[src/addressed_display_frame_controller_defines.svh]
// Assertion macros shared by the frame controller modules.
`ifndef ADDRESSED_DISPLAY_FRAME_CONTROLLER_DEFINES_SVH
`define ADDRESSED_DISPLAY_FRAME_CONTROLLER_DEFINES_SVH

// Same-cycle implication, checked out of reset on the module's clk and rst_n.
`define ADFC_ASSERT_IMP(label, ante, cons, msg) \
    label: assert property (@(posedge clk) disable iff (!rst_n) (ante) |-> (cons)) \
        else $error(msg);

// Next-cycle implication, checked out of reset on the module's clk and rst_n.
`define ADFC_ASSERT_NXT(label, ante, cons, msg) \
    label: assert property (@(posedge clk) disable iff (!rst_n) (ante) |=> (cons)) \
        else $error(msg);

`endif

[src/adfc_pkg.sv]
// Types, constants and helper functions of the addressed display frame controller.
package adfc_pkg;

    // Frame layout and character codes.
    localparam logic [7:0] HDR_BYTE     = 8'h7E;
    localparam logic [7:0] END_BYTE     = 8'h7F;
    localparam logic [7:0] ASCII_ZERO   = 8'd48;
    localparam logic [7:0] CMD_DISPLAY  = 8'h30;
    localparam logic [7:0] CMD_SET_ID   = 8'h32;

    // Slot counter: slot 0 is the header, slot 8 the end byte.
    localparam int         CNT_W        = 4;
    localparam logic [CNT_W-1:0] LAST_SLOT = 4'd8;

    // Power-on device address, "00".
    localparam logic [15:0] ID_RESET    = 16'd12336;

    // Command queue between front and back.
    localparam int QDEPTH = 4;
    localparam int QAW    = $clog2(QDEPTH);
    localparam int QCW    = $clog2(QDEPTH + 1);

    // Register map.
    localparam int  PADDR_W          = 3;
    localparam logic REG_POWER_ON_ID = 1'b0;

    // Output kinds.
    localparam logic KIND_TX   = 1'b0;
    localparam logic KIND_SCAN = 1'b1;

    // Input operations.
    localparam logic OP_BYTE = 1'b0;
    localparam logic OP_TICK = 1'b1;

    localparam logic [3:0] SEL_NONE = 4'hF;

    typedef struct packed {
        logic       op;
        logic [7:0] rx_byte;
    } in_item_t;

    typedef struct packed {
        logic       kind;
        logic [7:0] tx_byte;
        logic [7:0] segments;
        logic [3:0] digit_select;
        logic       last;
    } out_item_t;

    // One queued job: a scan output or a reply frame for an ID.
    typedef struct packed {
        logic        is_tick;
        logic [15:0] id;
        logic [7:0]  segments;
        logic [3:0]  digit_select;
    } job_t;

    // Configuration write toward the front.
    typedef struct packed {
        logic        en;
        logic [15:0] id;
    } cfg_wr_t;

    // Seven-segment pattern of a digit; values above nine are blank.
    function automatic logic [7:0] seg_pattern(input logic [7:0] v);
        logic [7:0] s;
        case (v)
            8'd0:    s = 8'hFC;
            8'd1:    s = 8'h60;
            8'd2:    s = 8'hDA;
            8'd3:    s = 8'hF2;
            8'd4:    s = 8'h66;
            8'd5:    s = 8'hB6;
            8'd6:    s = 8'hBE;
            8'd7:    s = 8'hE0;
            8'd8:    s = 8'hFE;
            8'd9:    s = 8'hF6;
            default: s = 8'h00;
        endcase
        return s;
    endfunction

    // Byte of a reply frame at a given beat.
    function automatic logic [7:0] reply_byte(input logic [CNT_W-1:0] beat,
                                              input logic [15:0] id);
        logic [7:0] b;
        case (beat)
            4'd0:    b = HDR_BYTE;
            4'd1:    b = id[15:8];
            4'd2:    b = id[7:0];
            4'd3:    b = CMD_SET_ID;
            4'd8:    b = END_BYTE;
            default: b = ASCII_ZERO;
        endcase
        return b;
    endfunction

endpackage

[src/adfc_front.sv]
// Front end: collects frames, decodes commands, drives display state and queues jobs.
`include "addressed_display_frame_controller_defines.svh"

module adfc_front (
    input  logic              clk,
    input  logic              rst_n,
    input  logic              in_valid,
    output logic              in_stall,
    input  adfc_pkg::in_item_t in_item,
    input  adfc_pkg::cfg_wr_t cfg,
    input  logic              q_full,
    output logic              push,
    output adfc_pkg::job_t    push_job
);

    logic [adfc_pkg::CNT_W-1:0] count_reg, count_next;
    logic [7:0]  fb_reg [1:7];
    logic [15:0] device_id_reg, device_id_next;
    logic [7:0]  digit_reg [0:3];
    logic [1:0]  scan_reg;

    logic        accept;
    logic        is_byte;
    logic        is_tick;
    logic        frame_done;
    logic        id_match;
    logic        data_zero;
    logic        end_ok;
    logic        do_display;
    logic        do_echo;
    logic        do_change;
    logic [7:0]  b;

    assign in_stall = q_full;
    assign accept   = in_valid && !in_stall;
    assign b        = in_item.rx_byte;
    assign is_byte  = accept && (in_item.op == adfc_pkg::OP_BYTE);
    assign is_tick  = accept && (in_item.op == adfc_pkg::OP_TICK);

    // Decode of a completed frame; the current byte is the end slot.
    assign frame_done = is_byte && (count_reg == adfc_pkg::LAST_SLOT);
    assign end_ok     = (b == adfc_pkg::END_BYTE);
    assign id_match   = ({fb_reg[1], fb_reg[2]} == device_id_reg);
    assign data_zero  = (fb_reg[4] == adfc_pkg::ASCII_ZERO) && (fb_reg[5] == adfc_pkg::ASCII_ZERO)
                     && (fb_reg[6] == adfc_pkg::ASCII_ZERO) && (fb_reg[7] == adfc_pkg::ASCII_ZERO);
    assign do_display = frame_done && end_ok && (fb_reg[3] == adfc_pkg::CMD_DISPLAY) && id_match;
    assign do_echo    = frame_done && end_ok && (fb_reg[3] == adfc_pkg::CMD_SET_ID) && data_zero;
    assign do_change  = frame_done && end_ok && (fb_reg[3] == adfc_pkg::CMD_SET_ID)
                     && !data_zero && id_match;

    // Slot counter: a bad header keeps collection at the first slot.
    always_comb
    begin
        count_next = count_reg;
        if (is_byte)
        begin
            if (count_reg == '0)
                count_next = (b == adfc_pkg::HDR_BYTE) ? adfc_pkg::CNT_W'(1) : '0;
            else if (count_reg == adfc_pkg::LAST_SLOT)
                count_next = '0;
            else
                count_next = count_reg + adfc_pkg::CNT_W'(1);
        end
    end

    // Device ID follows configuration writes and ID commands.
    always_comb
    begin
        device_id_next = device_id_reg;
        if (cfg.en)
            device_id_next = cfg.id;
        else if (do_echo)
            device_id_next = {fb_reg[1], fb_reg[2]};
        else if (do_change)
            device_id_next = {fb_reg[6], fb_reg[7]};
    end

    // Job toward the back: a scan output or a reply frame.
    always_comb
    begin
        push                  = is_tick || do_echo || do_change;
        push_job.is_tick      = is_tick;
        push_job.id           = device_id_next;
        push_job.segments     = adfc_pkg::seg_pattern(digit_reg[scan_reg]);
        push_job.digit_select = ~(4'b0001 << scan_reg);
    end

    // Control state.
    always_ff @(posedge clk or negedge rst_n)
    begin
        if (!rst_n)
        begin
            count_reg     <= '0;
            device_id_reg <= adfc_pkg::ID_RESET;
            scan_reg      <= '0;
            for (int i = 0; i < 4; i++)
                digit_reg[i] <= '0;
        end
        else
        begin
            count_reg     <= count_next;
            device_id_reg <= device_id_next;
            if (is_tick)
                scan_reg <= scan_reg + 2'd1;
            if (do_display)
            begin
                for (int i = 0; i < 4; i++)
                    digit_reg[i] <= fb_reg[4 + i] - adfc_pkg::ASCII_ZERO;
            end
        end
    end

    // Frame slots one to seven; the header and end bytes are checked on arrival.
    always_ff @(posedge clk)
    begin
        for (int i = 1; i < 8; i++)
        begin
            if (is_byte && (count_reg == adfc_pkg::CNT_W'(i)))
                fb_reg[i] <= b;
        end
    end

    `ADFC_ASSERT_IMP(a_count_range, 1'b1, count_reg <= adfc_pkg::LAST_SLOT, "slot count out of range")
    `ADFC_ASSERT_NXT(a_cfg_loads_id, cfg.en, device_id_reg == $past(cfg.id), "config write lost")
    `ADFC_ASSERT_IMP(a_one_decode, 1'b1, !(do_echo && do_change) && !(do_display && push),
                     "conflicting frame decode")

endmodule

[src/adfc_queue.sv]
// Short job queue between the front and the back.
`include "addressed_display_frame_controller_defines.svh"

module adfc_queue (
    input  logic           clk,
    input  logic           rst_n,
    input  logic           push,
    input  adfc_pkg::job_t push_job,
    output logic           full,
    output logic           head_valid,
    output adfc_pkg::job_t head,
    input  logic           pop
);

    adfc_pkg::job_t                 q_reg [0:adfc_pkg::QDEPTH-1];
    logic [adfc_pkg::QAW-1:0]       wptr_reg;
    logic [adfc_pkg::QAW-1:0]       rptr_reg;
    logic [adfc_pkg::QCW-1:0]       cnt_reg;

    assign full       = (cnt_reg == adfc_pkg::QCW'(adfc_pkg::QDEPTH));
    assign head_valid = (cnt_reg != '0);
    assign head       = q_reg[rptr_reg];

    // Pointers and fill count.
    always_ff @(posedge clk or negedge rst_n)
    begin
        if (!rst_n)
        begin
            wptr_reg <= '0;
            rptr_reg <= '0;
            cnt_reg  <= '0;
        end
        else
        begin
            if (push)
                wptr_reg <= wptr_reg + adfc_pkg::QAW'(1);
            if (pop)
                rptr_reg <= rptr_reg + adfc_pkg::QAW'(1);
            if (push && !pop)
                cnt_reg <= cnt_reg + adfc_pkg::QCW'(1);
            else if (pop && !push)
                cnt_reg <= cnt_reg - adfc_pkg::QCW'(1);
        end
    end

    // Entry storage.
    always_ff @(posedge clk)
    begin
        if (push)
            q_reg[wptr_reg] <= push_job;
    end

    `ADFC_ASSERT_IMP(a_cnt_bound, 1'b1, cnt_reg <= adfc_pkg::QCW'(adfc_pkg::QDEPTH), "count overflow")
    `ADFC_ASSERT_IMP(a_no_pop_empty, pop, head_valid, "pop from empty queue")
    `ADFC_ASSERT_IMP(a_no_push_full, push, !full, "push into full queue")

endmodule

[src/adfc_back.sv]
// Back end: expands queued jobs into result items behind an output register.
`include "addressed_display_frame_controller_defines.svh"

module adfc_back (
    input  logic              clk,
    input  logic              rst_n,
    input  logic              head_valid,
    input  adfc_pkg::job_t    head,
    output logic              pop,
    output logic              out_valid,
    input  logic              out_stall,
    output adfc_pkg::out_item_t out_item
);

    logic                       out_valid_reg, out_valid_next;
    adfc_pkg::out_item_t        out_item_reg, out_item_next;
    logic [adfc_pkg::CNT_W-1:0] beat_reg, beat_next;
    logic                       load;
    logic                       last_beat;

    assign out_valid = out_valid_reg;
    assign out_item  = out_item_reg;
    assign load      = !out_valid_reg || !out_stall;
    assign last_beat = (beat_reg == adfc_pkg::LAST_SLOT);

    // Next result item and queue pop.
    always_comb
    begin
        out_valid_next = out_valid_reg;
        out_item_next  = out_item_reg;
        beat_next      = beat_reg;
        pop            = 1'b0;
        if (load)
        begin
            out_valid_next = head_valid;
            if (head_valid)
            begin
                if (head.is_tick)
                begin
                    out_item_next.kind         = adfc_pkg::KIND_SCAN;
                    out_item_next.tx_byte      = '0;
                    out_item_next.segments     = head.segments;
                    out_item_next.digit_select = head.digit_select;
                    out_item_next.last         = 1'b1;
                    pop                        = 1'b1;
                end
                else
                begin
                    out_item_next.kind         = adfc_pkg::KIND_TX;
                    out_item_next.tx_byte      = adfc_pkg::reply_byte(beat_reg, head.id);
                    out_item_next.segments     = '0;
                    out_item_next.digit_select = adfc_pkg::SEL_NONE;
                    out_item_next.last         = last_beat;
                    pop                        = last_beat;
                    beat_next = last_beat ? '0 : beat_reg + adfc_pkg::CNT_W'(1);
                end
            end
        end
    end

    // Control state.
    always_ff @(posedge clk or negedge rst_n)
    begin
        if (!rst_n)
        begin
            out_valid_reg <= 1'b0;
            beat_reg      <= '0;
        end
        else
        begin
            out_valid_reg <= out_valid_next;
            beat_reg      <= beat_next;
        end
    end

    // Output payload.
    always_ff @(posedge clk)
    begin
        out_item_reg <= out_item_next;
    end

    `ADFC_ASSERT_IMP(a_beat_on_reply, beat_reg != '0, head_valid && !head.is_tick,
                     "reply beat without reply job")
    `ADFC_ASSERT_IMP(a_scan_is_last, out_valid_reg && (out_item_reg.kind == adfc_pkg::KIND_SCAN),
                     out_item_reg.last, "scan output not marked last")

endmodule

[src/addressed_display_frame_controller.sv]
// Top level of the addressed display frame controller.
// Usage:
// The input channel (in_valid, in_stall, in_item) carries one item per accept:
// a received serial byte (op 0) or a display scan tick (op 1).
// The output channel (out_valid, out_stall, out_item) carries result items:
// a scan tick gives one scan output; a frame that sets or changes the ID gives
// nine reply bytes, the ninth marked last; other bytes give nothing.
// A result is written into the job queue and then into the output register. One
// input item is taken per cycle while the queue is not full; a reply frame
// leaves the output one byte per cycle while the output is not stalled.
// A four-entry job queue sits between the decoder and the output sequencer;
// in_stall rises only while it is full, so up to four reply or scan jobs
// can wait while the receiver stalls. A stalled output item holds.
// The APB port holds power_on_id at address 0; a write also reloads the ID.
// Reset clears the slot counter, digits, scan position and queue, and loads
// the ID "00".
module addressed_display_frame_controller (
    input  logic                  clk,
    input  logic                  rst_n,
    input  logic                  in_valid,
    output logic                  in_stall,
    input  adfc_pkg::in_item_t    in_item,
    output logic                  out_valid,
    input  logic                  out_stall,
    output adfc_pkg::out_item_t   out_item,
    input  logic                  psel,
    input  logic                  penable,
    input  logic                  pwrite,
    input  logic [adfc_pkg::PADDR_W-1:0] paddr,
    input  logic [31:0]           pwdata,
    output logic [31:0]           prdata,
    output logic                  pready
);

    logic [15:0]       power_on_id_reg;
    adfc_pkg::cfg_wr_t cfg;
    logic              q_full;
    logic              push;
    adfc_pkg::job_t    push_job;
    logic              head_valid;
    adfc_pkg::job_t    head;
    logic              pop;

    // Register port.
    assign pready = 1'b1;
    assign cfg.en = psel && penable && pwrite && pready
                 && (paddr[2] == adfc_pkg::REG_POWER_ON_ID);
    assign cfg.id = pwdata[15:0];
    assign prdata = (paddr[2] == adfc_pkg::REG_POWER_ON_ID) ? {16'd0, power_on_id_reg} : '0;

    always_ff @(posedge clk or negedge rst_n)
    begin
        if (!rst_n)
            power_on_id_reg <= adfc_pkg::ID_RESET;
        else if (cfg.en)
            power_on_id_reg <= cfg.id;
    end

    adfc_front u_front (
        .clk      (clk),
        .rst_n    (rst_n),
        .in_valid (in_valid),
        .in_stall (in_stall),
        .in_item  (in_item),
        .cfg      (cfg),
        .q_full   (q_full),
        .push     (push),
        .push_job (push_job)
    );

    adfc_queue u_queue (
        .clk        (clk),
        .rst_n      (rst_n),
        .push       (push),
        .push_job   (push_job),
        .full       (q_full),
        .head_valid (head_valid),
        .head       (head),
        .pop        (pop)
    );

    adfc_back u_back (
        .clk        (clk),
        .rst_n      (rst_n),
        .head_valid (head_valid),
        .head       (head),
        .pop        (pop),
        .out_valid  (out_valid),
        .out_stall  (out_stall),
        .out_item   (out_item)
    );

endmodule

[config.mk]
export PLATFORM = sky130hd
export DESIGN_NAME = addressed_display_frame_controller
export DESIGN_NICKNAME = d
export VERILOG_FILES = /design/src/adfc_pkg.sv /design/src/adfc_front.sv /design/src/adfc_queue.sv /design/src/adfc_back.sv /design/src/addressed_display_frame_controller.sv
export VERILOG_INCLUDE_DIRS = /design/src /design/src/src
export SDC_FILE = /design/constraint.sdc
export NUM_CORES = 1
export LEC_CHECK = 0
export BUFFER_PORTS_ARGS = -buffer_cell sky130_fd_sc_hd__buf_2
export CAP_MARGIN = 30
export CORE_UTILIZATION = 36
export DETAILED_ROUTE_END_ITERATION = 10
export HOLD_SLACK_MARGIN = 0.05
export PLACE_DENSITY = 0.54
export SLEW_MARGIN = 5
export SYNTH_ARGS = -nofsm -noshare
export SYNTH_HDL_FRONTEND = slang
export SYNTH_SLANG_ARGS = --single-unit
[constraint.sdc]
create_clock -name clk -period 10.3 [get_ports clk]
set_input_delay 1.545 -clock clk [delete_from_list [all_inputs] [get_ports clk]]
set_output_delay 1.545 -clock clk [all_outputs]
set_load 0.05 [all_outputs]
Word level (Yosys, flattened, before mapping)
Memory sizes are Yosys's and may differ from the RTL's. Index checks and enable logic that the tools add are counted.

Bits of input ports: 51. RAM bits: 172. Memories: 3. Bits in registers: 104. ROM bits: 112. Word-level logic and storage cells: 162. Output and inout bits: 57.

Memories: u_queue.q_reg (words 4, bits a word 29, rd ports 1, clocked after Yosys merged registers in 0, write ports 1, RTL line adfc_queue.sv:15) `adfc_pkg::job_t q_reg [0:adfc_pkg::QDEPTH-1];`; (no name shown) (words 16, bits a word 7, rd ports 1, clocked after Yosys merged registers in 0, write ports 0, RTL line adfc_pkg.sv:67) `case (v)`; u_front.fb_reg (words 7, bits a word 8, rd ports 7, clocked after Yosys merged registers in 0, write ports 1, RTL line adfc_front.sv:17) `logic [7:0] fb_reg [1:7];`.

Add/subtract/negate cells: 11. Bitwise logic cells: 5. Multiplexer cells: 53. Reduce and logical (&&, ||, !) cells: 48. Shifts and indexed selects: 1. Magnitude comparators: 1. Equal/unequal tests: 22.

Operators with widths (count): $mux W8 (9); $mux W16 (4); $eq A8 B6 Y1 const B (6); $reduce_or A8 Y1 (6); $pmux W8 S5 (1); $sub A8 B6 Y8 const B (4); $logic_and A1 B1 Y1 (26); $mux W1 (26); $mux W3 (8); $mux W22 (1); $bmux W8 S2 (1); $eq A16 B16 Y1 (1); $eq A4 B2 Y1 const B (4); $eq A4 B3 Y1 const B (4); $eq A8 B7 Y1 const B (2); $logic_not A4 Y1 (3); $mux W4 (3); $add A4 B1 Y4 const B (2); $eq A4 B1 Y1 const B (2); $eq A4 B4 Y1 const B (2); $add A2 B1 Y2 const B (3); $logic_not A1 Y1 (6); $not A4 Y4 (1); $shl A1 B2 Y4 const A (1); 11 further kinds (15).

Longest topological paths before layout
Gate-level depths: netlist of the first run.

Depth in word-level cells: 14. Gate-level depth with buffers: 13. Gate-level depth less buffers: 13.

Hierarchy
Synthesis of the first run repeated with hierarchy kept, for this count alone.

Cell total of the unflattened synthesis: 741. Area, all modules: 11877.6 µm².

By module, submodules not included: adfc_front (cells each 389, times used 1, area each 5133.7 µm²); adfc_queue (cells each 185, times used 1, area each 4579.4 µm²); adfc_back (cells each 96, times used 1, area each 1260.0 µm²); addressed_display_frame_controller (cells each 71, times used 1, area each 904.6 µm²).

Least setup slack after synthesis of the first run
OpenSTA, ideal clock, no wires.

Path type: input -> register. Start: input in_item[7] (netlist bit). End: memory u_queue.q_reg[0][0] (netlist bit), enable pin. Setup slack: 5.080 ns. Data arrival time: 4.764 ns. Stages on the path: 5. Required time: 9.844 ns. Path buffers: 0. Cells stage by stage: nand4b_1 -> or4b_4 -> nor2_8 -> o21ai_0 -> a21boi_0.

Cells in the longest elaborated chain, start to end: 8. Elaborated cells between the ends (all ways): 10.

RTL lines: start: declaration (RTL line addressed_display_frame_controller.sv:22) `input adfc_pkg::in_item_t in_item,`; $eq A8 B7 Y1 * (RTL line adfc_front.sv:42) `assign end_ok = (b == adfc_pkg::END_BYTE);`; $logic_and A1 B1 Y1 * (2 in series) (RTL line adfc_front.sv:47, adfc_front.sv:48); $logic_and A1 B1 Y1, on equally long branches (RTL line adfc_front.sv:47, adfc_front.sv:49); $logic_or A1 B1 Y1 / $logic_and A1 B1 Y1 (equally long branches) (RTL line adfc_front.sv:81, adfc_front.sv:49); $logic_or A1 B1 Y1 * (RTL line adfc_front.sv:81) `push = is_tick || do_echo || do_change;`; $mux W1 * (RTL line adfc_queue.sv:49) `if (push)`; $mux W1 (not written as such) * (RTL line adfc_queue.sv:50) `q_reg[wptr_reg] <= push_job;`; end: declaration (RTL line adfc_queue.sv:15).

Every way passes the cells marked *; elsewhere a longest branch is shown, timed or not.

==> run_results.csv, run 1 <==
group,metric,value,unit
placement,io_buffers,71,
setup_path,crit_path_max_fanout,17,
setup_path,timing.critical_path.arrival,4.31,ns
logic_synthesis,post_synth_most_frequent_cells,"189 x edfxtp_1, 74 x dfrtp_1, 47 x mux2_2",
sta,post-route-period-util,0.3944,
layout,num_antenna_cells,0,
floorplan,fp.coreArea,31720,um2
layout,multi_input_comb_area,3650,um2
clock_network,cts.sinks,271,
global_route,grt_pass1_wl,37840,um
sta,slew_viol_final,0,
setup_path,critPathCaptureType,"flop",
floorplan,die_area,33090,um2
clock_network,cts.repair_timing.setup_buffer_count,0,
floorplan,start_util,0.3674,
sta,fin_tns_setup,0,ns
global_route,largest_net_degree_at_the_start_of_global_routing,50,
layout,layout-drive-gt1-share,0.2686,
setup_path,crit_path_end,"u_queue.q_reg[3][26]",
clock_network,cts_max_level,1,
logic_synthesis,post_synth.cell_area_avg,15.50,um2
logic_synthesis,yosysWarnings,0,
logic_synthesis,synthesis.area,11650,um2
worst_hold_path,hold_path.class,"reg2reg",
setup_path,crit_type,"in2reg",
drt,iteration_0_drc_count_of_the_detailed_router,394,
clock_network,resized_gates_after_cts,0,
logic_synthesis,post_synth_main_area_contributors,"edfxtp_1 49%, dfrtp_1 16%, mux4_2 6.4%",
clock_network,post_cts_hold_buffer_count,0,
power_and_ir_drop,power_switching_share,0.2970,
layout,areaGrowthSynthToFinish,15.59,%
power_and_ir_drop,power.switching,0.9756,mW
placement,globalplace.congestion,0.7973,
clock_network,clock_path_buffers,3,
power_and_ir_drop,ir_worst_vdd,0.1514,mV
floorplan,fp-row-count,65,
drt,post_drt_wl_per_cell,19.14,um
logic_synthesis,synth-edff-count,189,
placement,hpwl,16000,um
setup_path,critical_path.startpoint_type,"input pin",
logic_synthesis,most_used_flip_flop_cell_after_synthesis,"edfxtp_1",
floorplan,io_pins,108,
placement,post_place_worst_slack,5.741,ns
setup_path,cp.required,10.55,ns
run,max_cap_viol_count,0,
layout,filler_cell_count,2854,
clock_network,clock_buffers_created_by_tritoncts,29,
sta,clock.fmax,0.2462,GHz
setup_path,worst_r2r_startpoint,"u_front.fb_reg[0][60]",
clock_network,cts_tree,"yes",
drt,antenna_violating_nets_post_route,0,
drt,remaining_drc_errors,0,
layout,largest_reg_flops,112,
drt,drt_first_pass_iters,4,
floorplan,die_height,181.9,um
global_route,vias_in_the_first_global_route,6590,
floorplan,die-width,181.9,um
setup_path,timing.reg2reg.worst_path_depth,6,
logic_synthesis,synth-seq-area-share,0.6639,
global_route,gr-total-overflow,0,
global_route,global_route.usage.total,0.1488,
drt,detail_route.vias_per_cell,5.081,
global_route,grt_antenna_before_repair,0,
sta,setup_viol_count_final,0,
sta,hold_viol_final,0,
sta,final.hold.worst_slack,0.4841,ns
logic_synthesis,yosysTopAreaCell,"edfxtp_1",
drt,drt-total-wl,24150,um
layout,finalInstanceArea,13470,um2
logic_synthesis,synthDistinctLibCells,56,
drt,routed-via-count,6412,
setup_path,crit_path_start,"in_item[0]",
layout,seqCellArea,7740,um2
logic_synthesis,synth.most_common_cell,"edfxtp_1",
clock_network,clock_latency,0.55,ns
logic_synthesis,yosysTopAreaCellShare,0.4870,
clock_network,clkTransAtPathRegs,0.06,ns
setup_path,terminus_of_the_critical_flop_to_flop_path,"u_queue.q_reg[3][26]",
power_and_ir_drop,power.sequential.fraction,0.440,
sta,postLayoutSetupSlackWorst,6.238,ns
layout,final_core_utilization,0.4247,
status,outcome,"completed",
sta,worstMarginPinSlew,0.8433,ns
power_and_ir_drop,pwr_density_cell,243.8,nW/um2
logic_synthesis,number_of_cells_produced_by_synthesis,752,
sta,setup_repair_after_global_routing_missed_its_margin,"no",
power_and_ir_drop,power_frac_clock,0.336,
sta,maxSlewHeadroom,0.4318,
power_and_ir_drop,power.static_leakage,5.134,nW
power_and_ir_drop,cellInternalPower,2.309,mW
layout,num-nets-final,916,
setup_path,reg2reg_slack,6.84,ns
sta,finalWorstPathRequiredPeriod,4.062,ns
clock_network,cts-root-buf,"clkbuf_16",
logic_synthesis,ys_ff_latch,271,
power_and_ir_drop,power.combinational.fraction,0.223,
placement,placedInstanceArea,12440,um2
logic_synthesis,synth_async_sr_flop_share,0.3026,
sta,fin_skew,0.01414,ns
metal layers:
metal | share of wire | GRT usage
met4 | 0.023 | 0.04168
met3 | 0.045 | 0.02106
met2 | 0.47 | 0.2400
met1 | 0.46 | 0.2099
met5 | 0 | 0
cells in the final DEF, fill, tap and decap left out, types with 14 or more instances in the layout:
master and count:
edfxtp_1 189, dfrtp_1 72, buf_2 70, mux2_2 47
mux4_2 33, clkbuf_16 29, ha_1 27, o21ai_0 26
inv_1 25, nand2b_1 23, nand3_1 23, xor2_1 22
nor2_1 20, a21oi_1 19, a31oi_1 18, conb_1 18
nand2_1 17, nor2b_1 17, o22ai_1 16, buf_4 14
through the flow:
| step | power [mW] | instances |
|---|---|---|
| finish | 3.285 | 1262 |
| global route | 3.439 | 1262 |
| CTS | 3.333 | 1262 |
| detailed placement | 2.217 | 1208 |
| global placement | 2.213 | 1208 |
| floorplan | 2.021 | 768 |
kinds of logic after synthesis:
group | share of synthesized area
DFF | 0.6639
and+or+nand+nor | 0.08578
AOI/OAI and AO/OA | 0.05250
muxes | 0.1135
buffers and inverters | 0.02963
xor gates and xnor gates | 0.02330
adders and majority gates | 0.03071
other | 0.0006444
power by group through the flow:
stage                     Sequential (mW)  Combinational [mW]  Clock, mW
final                                1.45               0.734       1.10
after global placement               1.47               0.742          0
after CTS                            1.45               0.749       1.13
after floorplan                      1.55               0.471          0
after detailed placement             1.47               0.746          0
after global routing                 1.47               0.801       1.17
worst max-delay path, stage by stage:
cell     delay, ns
buf_2         0.25
nor4b_4       0.31
nor4b_2       0.34
nand4_2       0.50
and2_1        0.60
a31oi_1       0.75
final cells by class:
type,instances,share of cell area
Inverter,25,0.006966
Tap cell,402,0.03734
Sequential cell,271,0.5746
Timing Repair Buffer,84,0.03381
Clock inverter,14,0.01718
Multi-Input combinational cell,426,0.2709
Clock buffer,40,0.05917
worst min-delay path by stage:
stage	from	end	slack [ns]	cells past startpoint
after global routing	u_queue.cnt_reg[2]	u_queue.cnt_reg[2]	0.50	1
after CTS	u_front.fb_reg[0][44]	u_front.digit_reg[20]	0.49	1
after detailed placement	u_front.fb_reg[0][44]	u_front.digit_reg[20]	0.48	1
after global placement	u_queue.cnt_reg[2]	u_queue.cnt_reg[2]	0.48	1
after floorplan	u_queue.cnt_reg[2]	u_queue.cnt_reg[2]	0.45	1
final	u_front.fb_reg[0][44]	u_front.digit_reg[20]	0.48	1
Power figures use the tool's default switching activity.
==> inputs of run 2 (changes only) <==
==> constraint.sdc (replaced) <==
create_clock -name clk -period 3.8 [get_ports clk]
set_input_delay 0.57 -clock clk [delete_from_list [all_inputs] [get_ports clk]]
set_output_delay 0.57 -clock clk [all_outputs]
set_load 0.05 [all_outputs]
==> run 2 against run 1 <==
- utilization is 0.067 points lower
- largest cell class unchanged
- sequential power rose to 2.7 times the previous value
- routed wire length up 1.7%
- cell area is 0.16% lower
- global-route usage grew 0.28 points
- critical path type is now reg2reg
==> run_results.csv, run 2 (synthesized netlist as in run 1, its figures left out) <==
group,metric,value,unit
status,outcome,"completed",
power_and_ir_drop,power.static_leakage,5.174,nW
power_and_ir_drop,ir_worst_vdd,0.3780,mV
sta,fin_skew,0.01118,ns
clock_network,cts_max_level,1,
layout,num-nets-final,926,
drt,iteration_0_drc_count_of_the_detailed_router,316,
setup_path,cp.required,4.26,ns
run,max_cap_viol_count,0,
drt,drt-total-wl,24560,um
clock_network,clock_path_buffers,3,
placement,hpwl,16610,um
layout,areaGrowthSynthToFinish,15.41,%
floorplan,die_area,33090,um2
clock_network,cts.repair_timing.setup_buffer_count,0,
global_route,vias_in_the_first_global_route,6585,
floorplan,die_height,181.9,um
placement,numPlacedInstances,1218,
power_and_ir_drop,pwr_density_cell,641.3,nW/um2
sta,fin_tns_setup,0,ns
sta,clock.fmax,0.3217,GHz
drt,remaining_drc_errors,0,
setup_path,critical_path.max_stage_delay,0.57,ns
floorplan,start_util,0.3674,
layout,final_cell_mix,"189 x edfxtp_1, 73 x dfrtp_1, 70 x buf_2",
global_route,grt_pass1_wl,38800,um
floorplan,fp.coreArea,31720,um2
layout,final_core_utilization,0.4240,
sta,setup_viol_count_final,0,
clock_network,clock_latency,0.54,ns
layout,most_common_cell_after_layout_fill_and_taps_aside,"edfxtp_1",
sta,post-route-period-util,0.8181,
global_route,grt_antenna_before_repair,0,
sta,finalWorstPathRequiredPeriod,3.109,ns
setup_path,crit_type,"reg2reg",
setup_path,timing.critical_path.slowest_stage_cell,"or4b_4",
clock_network,clock_buffers_created_by_tritoncts,28,
clock_network,cts-root-buf,"clkbuf_16",
sta,setup_repair_after_global_routing_missed_its_margin,"no",
placement,globalplace.congestion,0.8131,
drt,antenna_violating_nets_post_route,0,
setup_path,crit_path_max_fanout,9,
clock_network,clkTransAtPathRegs,0.06,ns
drt,routed-via-count,6417,
drt,post_drt_wl_per_cell,19.35,um
drt,detail_route.vias_per_cell,5.057,
global_route,global_route.usage.total,0.1515,
floorplan,fp-row-count,65,
layout,largest_reg_flops,112,
setup_path,critPathCaptureType,"flop",
layout,final_cell_count_no_fill,1269,
clock_network,cts_tree,"yes",
setup_path,timing.critical_path.arrival,3.57,ns
sta,maxSlewHeadroom,0.5411,
placement,io_buffers,71,
sta,worstMarginPinSlew,0.6863,ns
layout,filler_cell_count,2898,
layout,seqCellArea,7739,um2
clock_network,cts.sinks,271,
sta,hold_viol_final,0,
setup_path,crit_path_cell_trace,"inv_1 -> ha_1 -> nand4_1 -> or4b_4 -> nor2_8 -> o21ai_0 -> nand2_1 -> ha_1 -> inv_1 -> fa_1 -> xor2_1 -> nor2_1 -> xor2_1",
layout,layout-drive-gt1-share,0.2745,
floorplan,die-width,181.9,um
layout,num_antenna_cells,0,
layout,multi_input_comb_area,3650,um2
power_and_ir_drop,finalPower,8.625,mW
floorplan,io_pins,108,
worst_hold_path,hold_path.class,"in2reg",
global_route,largest_net_degree_at_the_start_of_global_routing,49,
setup_path,critical_path.startpoint_type,"flop",
sta,slew_viol_final,0,
global_route,gr-total-overflow,0,
drt,drt_first_pass_iters,4,
run 2: cell count changes in the layout (fill, tap and decap cells not counted), moves of 3 or more:
cell,previous run,this run
buf_12,0,3
buf_4,14,21
bufinv_16,6,3
clkbuf_1,8,2
clkbuf_8,3,0
clkinv_1,3,7
clkinv_2,4,9
run 2: metrics by stage:
| stage | hold WS, ns | setup slack [ns] | area (um2) |
|---|---|---|---|
| 2_1_floorplan | 0.2744 | -0.4445 | 11710 |
| 3_3_place_gp | 0.4765 | 0.6205 | 12550 |
| 3_5_place_dp | 0.4785 | 0.5952 | 12550 |
| 4_1_cts | 0.2324 | 0.7064 | 13450 |
| 5_1_grt | 0.2693 | 0.4424 | 13450 |
| 6_report | 0.2604 | 0.6911 | 13450 |
run 2: per-layer routing:
layer / global-route usage / up-vias / routed length, um
li1: - / 3022 / -
met1: 0.2175 / 3255 / 11850
met2: 0.2442 / 109 / 11540
met3: 0.01966 / 31 / 691
met4: 0.03664 / 0 / 478
met5: 0 / - / 0
run 2: critical path, delay by kind of cell, from the launching register on:
kind	cells	cell delay, ns
AO/OA/AOI/OAI	1	0.17
XOR/XNOR	2	0.33
adder cells (fa/ha/maj)	3	0.78
buffers and inverters	2	0.17
flip-flops	1	0.43
AND/OR/NAND/NOR	5	1.15
run 2: power breakdown:
part           internal (mW)  leakage, nW  total, mW  switching [mW]
logic                  0.752         1.99       2.12            1.36
clock network           1.54        0.443       2.65            1.11
registers               3.65         2.75       3.86           0.205
total                   5.95         5.17       8.63            2.68
run 2: timing repair:
action	4_1_cts	5_1_grt
endpoints found under the setup margin	0	0
gates resized for setup	0	0
endpoints found under the hold margin	31	0
hold buffers	1	0
run 2: final cells by class:
type / count / area share
clock buffer: 30 / 0.05266
clock inverter: 20 / 0.01321
inverter: 25 / 0.006977
multi-input combinational: 426 / 0.2714
sequential: 271 / 0.5754
tap: 402 / 0.03740
timing repair buffer: 95 / 0.04298
run 2: final timing paths:
check / startpoint / to / slack (ns) / cells after the start
hold reg to reg: u_front.fb_reg[0][44] / u_front.digit_reg[20] / 0.49 / 1
min in group asynchronous: rst_n / u_back.beat_reg[3] / 0.54 / 2
max in group asynchronous: rst_n / u_front.device_id_reg[5] / 2.45 / 3
setup / recovery: u_front.count_reg[0] / u_queue.cnt_reg[2] / 0.69 / 13
hold / removal: out_stall / u_back.out_valid / 0.26 / 3
setup reg to reg: u_front.count_reg[0] / u_queue.cnt_reg[2] / 0.69 / 13
==> inputs of run 3 (changes only) <==
--- a/config.mk
+++ b/config.mk
@@ -6,12 +6,13 @@
 export SDC_FILE = /design/constraint.sdc
 export NUM_CORES = 1
 export LEC_CHECK = 0
+export ABC_AREA = 1
 export BUFFER_PORTS_ARGS = -buffer_cell sky130_fd_sc_hd__buf_2
 export CAP_MARGIN = 30
 export CORE_UTILIZATION = 36
 export DETAILED_ROUTE_END_ITERATION = 10
 export HOLD_SLACK_MARGIN = 0.05
-export PLACE_DENSITY = 0.54
+export PLACE_DENSITY = 0.56
 export SLEW_MARGIN = 5
 export SYNTH_ARGS = -nofsm -noshare
 export SYNTH_HDL_FRONTEND = slang
==> constraint.sdc (replaced) <==
create_clock -name clk -period 2.7 [get_ports clk]
set_input_delay 0.405 -clock clk [delete_from_list [all_inputs] [get_ports clk]]
set_output_delay 0.405 -clock clk [all_outputs]
set_load 0.05 [all_outputs]
==> run 3 against run 2 <==
- count of clock-buffer cells in the layout up 4
- global-route usage grew 0.57 points
- critical path type unchanged
- first-iteration DRC count grew 43%
- via count up 25%
- register-to-register slack lost 0.52 ns
- clock power up 60%
- largest power group unchanged
- highest routed layer unchanged
- critical endpoint unchanged
==> run_results.csv, run 3 <==
group,metric,value,unit
status,outcome,"completed",
setup_path,timing.critical_path.arrival,2.97,ns
worst_hold_path,hold_path.startpoint,"out_stall",
clock_network,cts-root-buf,"clkbuf_16",
floorplan,fp-row-count,66,
clock_network,clock_latency,0.56,ns
sta,hold_viol_final,0,
placement,placedInstanceArea,13100,um2
placement,hpwl,18030,um
power_and_ir_drop,cellInternalPower,9.183,mW
global_route,grt_pass1_wl,41600,um
drt,detail_route.vias_per_cell,4.698,
logic_synthesis,post_synth_most_frequent_cells,"245 x nand2_1, 189 x edfxtp_1, 114 x nor2_1",
layout,largest_reg_flops,112,
clock_network,clkTransAtPathRegs,0.06,ns
sta,postLayoutSetupSlackWorst,0.1719,ns
setup_path,timing.reg2reg.worst_path_depth,14,
layout,filler_cell_count,3108,
worst_hold_path,hold_worst_path_end,"u_back.out_valid",
power_and_ir_drop,power.sequential.fraction,0.405,
logic_synthesis,synth-seq-area-share,0.6436,
setup_path,terminus_of_the_critical_flop_to_flop_path,"u_queue.cnt_reg[2]",
clock_network,clock_buffers_created_by_tritoncts,29,
logic_synthesis,yosysTopAreaCellShare,0.4721,
logic_synthesis,synth.most_common_cell,"nand2_1",
global_route,gr-total-overflow,0,
clock_network,cts.sinks,271,
sta,fin_tns_setup,0,ns
layout,finalInstanceArea,14170,um2
logic_synthesis,ys_ff_latch,271,
floorplan,die_area,34130,um2
layout,areaGrowthSynthToFinish,17.87,%
logic_synthesis,synthDistinctLibCells,46,
global_route,grt_antenna_before_repair,0,
layout,num-nets-final,1326,
placement,io_buffers,71,
floorplan,io_pins,108,
global_route,global_route.usage.total,0.1573,
global_route,largest_net_degree_at_the_start_of_global_routing,66,
drt,drt-total-wl,26790,um
floorplan,die-width,184.7,um
logic_synthesis,post_synth.cell_area_avg,10.57,um2
power_and_ir_drop,power.switching,5.075,mW
drt,routed-via-count,8047,
setup_path,worst_r2r_startpoint,"u_front.count_reg[0]",
logic_synthesis,synthesis.area,12020,um2
sta,post-route-period-util,0.9363,
sta,worstMarginPinSlew,0.6526,ns
logic_synthesis,synth-edff-count,189,
logic_synthesis,yosysWarnings,0,
power_and_ir_drop,power_switching_share,0.3559,
logic_synthesis,post_synth_main_area_contributors,"edfxtp_1 47%, dfrtp_1 15%, nand2_1 7.6%",
drt,antenna_violating_nets_post_route,0,
run,max_cap_viol_count,0,
power_and_ir_drop,power.static_leakage,5.975,nW
logic_synthesis,most_used_flip_flop_cell_after_synthesis,"edfxtp_1",
power_and_ir_drop,pwr_density_cell,1006,nW/um2
placement,post_place_worst_slack,0.08223,ns
worst_hold_path,hold_path.class,"in2reg",
sta,fin_skew,0.02138,ns
clock_network,cts_tree,"yes",
power_and_ir_drop,power_frac_clock,0.297,
sta,finalWorstPathRequiredPeriod,2.528,ns
placement,globalplace.congestion,0.8268,
drt,iteration_0_drc_count_of_the_detailed_router,453,
layout,layout-drive-gt1-share,0.1630,
setup_path,crit_type,"reg2reg",
setup_path,cp.required,3.14,ns
layout,final_core_utilization,0.4333,
drt,post_drt_wl_per_cell,15.64,um
clock_network,clock_path_buffers,3,
floorplan,fp.coreArea,32700,um2
setup_path,critPathCaptureType,"flop",
worst_hold_path,whs_path_depth,3,
setup_path,critical_path.startpoint_type,"flop",
sta,final.hold.worst_slack,0.08256,ns
sta,maxSlewHeadroom,0.5633,
drt,remaining_drc_errors,0,
sta,setup_viol_count_final,0,
global_route,vias_in_the_first_global_route,7620,
power_and_ir_drop,power.combinational.fraction,0.298,
logic_synthesis,yosysTopAreaCell,"edfxtp_1",
setup_path,reg2reg_slack,0.17,ns
power_and_ir_drop,ir_worst_vdd,0.5437,mV
logic_synthesis,number_of_cells_produced_by_synthesis,1137,
clock_network,cts_max_level,1,
layout,most_common_cell_after_layout_fill_and_taps_aside,"nand2_1",
floorplan,die_height,184.7,um
floorplan,start_util,0.3677,
sta,slew_viol_final,0,
drt,drt_first_pass_iters,5,
layout,final_cell_mix,"244 x nand2_1, 189 x edfxtp_1, 109 x nor2_1",
sta,clock.fmax,0.3956,GHz
logic_synthesis,synth_async_sr_flop_share,0.3026,
setup_path,crit_path_max_fanout,3,
-- run 3: cell count changes after synthesis, sizes merged, moves of 22 or more --
cell | before | now
nor2 | 21 | 119
o21ai | 26 | 93
mux2 | 47 | 1
nand2 | 17 | 248
nand3 | 23 | 64
inv | 25 | 113
mux4 | 33 | 0
nand2b | 23 | 1
-- run 3: logic make-up (layout without fill, tap and decap cells) --
logic type                 Yosys count  count (layout)  share of synthesized area
DFF                                271             271                     0.6436
and+or+nand+nor                    472             472                     0.1687
AOI/OAI and AO/OA                  165             165                    0.07483
adders and majority gates           28              28                    0.02976
muxes                                1               1                  0.0009366
buffers and inverters              172             289                    0.06265
xor gates and xnor gates            26              26                    0.01894
other                                2              19                  0.0006246
-- run 3: timing repair --
action | CTS | global route
endpoints found under the setup margin | 0 | 2
resized for setup | 0 | 5
hold buffers | 1 | 0
hold endpoints to repair | 17 | 0
setup buffers | 0 | 0
-- run 3: worst max-delay path by stage --
stage | end | cells past startpoint | from
after floorplan | u_queue.q_reg[0][0] | 10 | u_front.count_reg[0]
after global placement | u_queue.cnt_reg[2] | 14 | u_front.count_reg[0]
after detailed placement | u_queue.cnt_reg[2] | 14 | u_front.count_reg[0]
after CTS | u_queue.cnt_reg[2] | 14 | u_front.count_reg[0]
after global routing | u_queue.cnt_reg[2] | 14 | u_front.count_reg[0]
final | u_queue.cnt_reg[2] | 14 | u_front.count_reg[0]
-- run 3: per-stage QoR --
step	instances	total power [mW]
after floorplan	1153	8.827
after global placement	1657	10.05
after detailed placement	1657	10.13
after CTS	1712	14.38
after global routing	1712	15.08
final	1713	14.26
-- run 3: per-layer routing --
metal	share of wire	routed length, um	track usage
met2	0.46	12330	0.2554
met1	0.48	12870	0.2226
met4	0.020	536	0.03769
met5	0	0	0
met3	0.039	1053	0.02094
-- run 3: worst max-delay path, cell delays in order (launching register included) --
cell and delay [ns]:
dfrtp_1 0.38, inv_1 0.11, ha_2 0.21, nand3_2 0.10
nor2_2 0.14, nand3_2 0.13, nor2_4 0.13, nand2_2 0.10
nand3_4 0.11, ha_1 0.15, inv_1 0.06, fa_1 0.38
a21oi_1 0.15, o21ai_0 0.11, xor2_1 0.15
-- run 3: power by group through the flow --
stage / Clock [mW] / Sequential, mW / Combinational [mW]
after floorplan: 0 / 6.39 / 2.44
after global placement: 0 / 5.85 / 4.20
after detailed placement: 0 / 5.86 / 4.28
after CTS: 4.32 / 5.78 / 4.29
after global routing: 4.47 / 5.85 / 4.76
final: 4.23 / 5.78 / 4.25
-- run 3: layout make-up --
class	instances	area, um2	area share
antenna	1	2.502	0.0001766
clock buffer	34	797.0	0.05624
clock inverter	20	239.0	0.01686
inverter	116	436.7	0.03081
multi-input combinational	710	3622	0.2556
sequential	271	7737	0.5460
tap	442	553.0	0.03903
timing repair buffer	119	783.3	0.05527
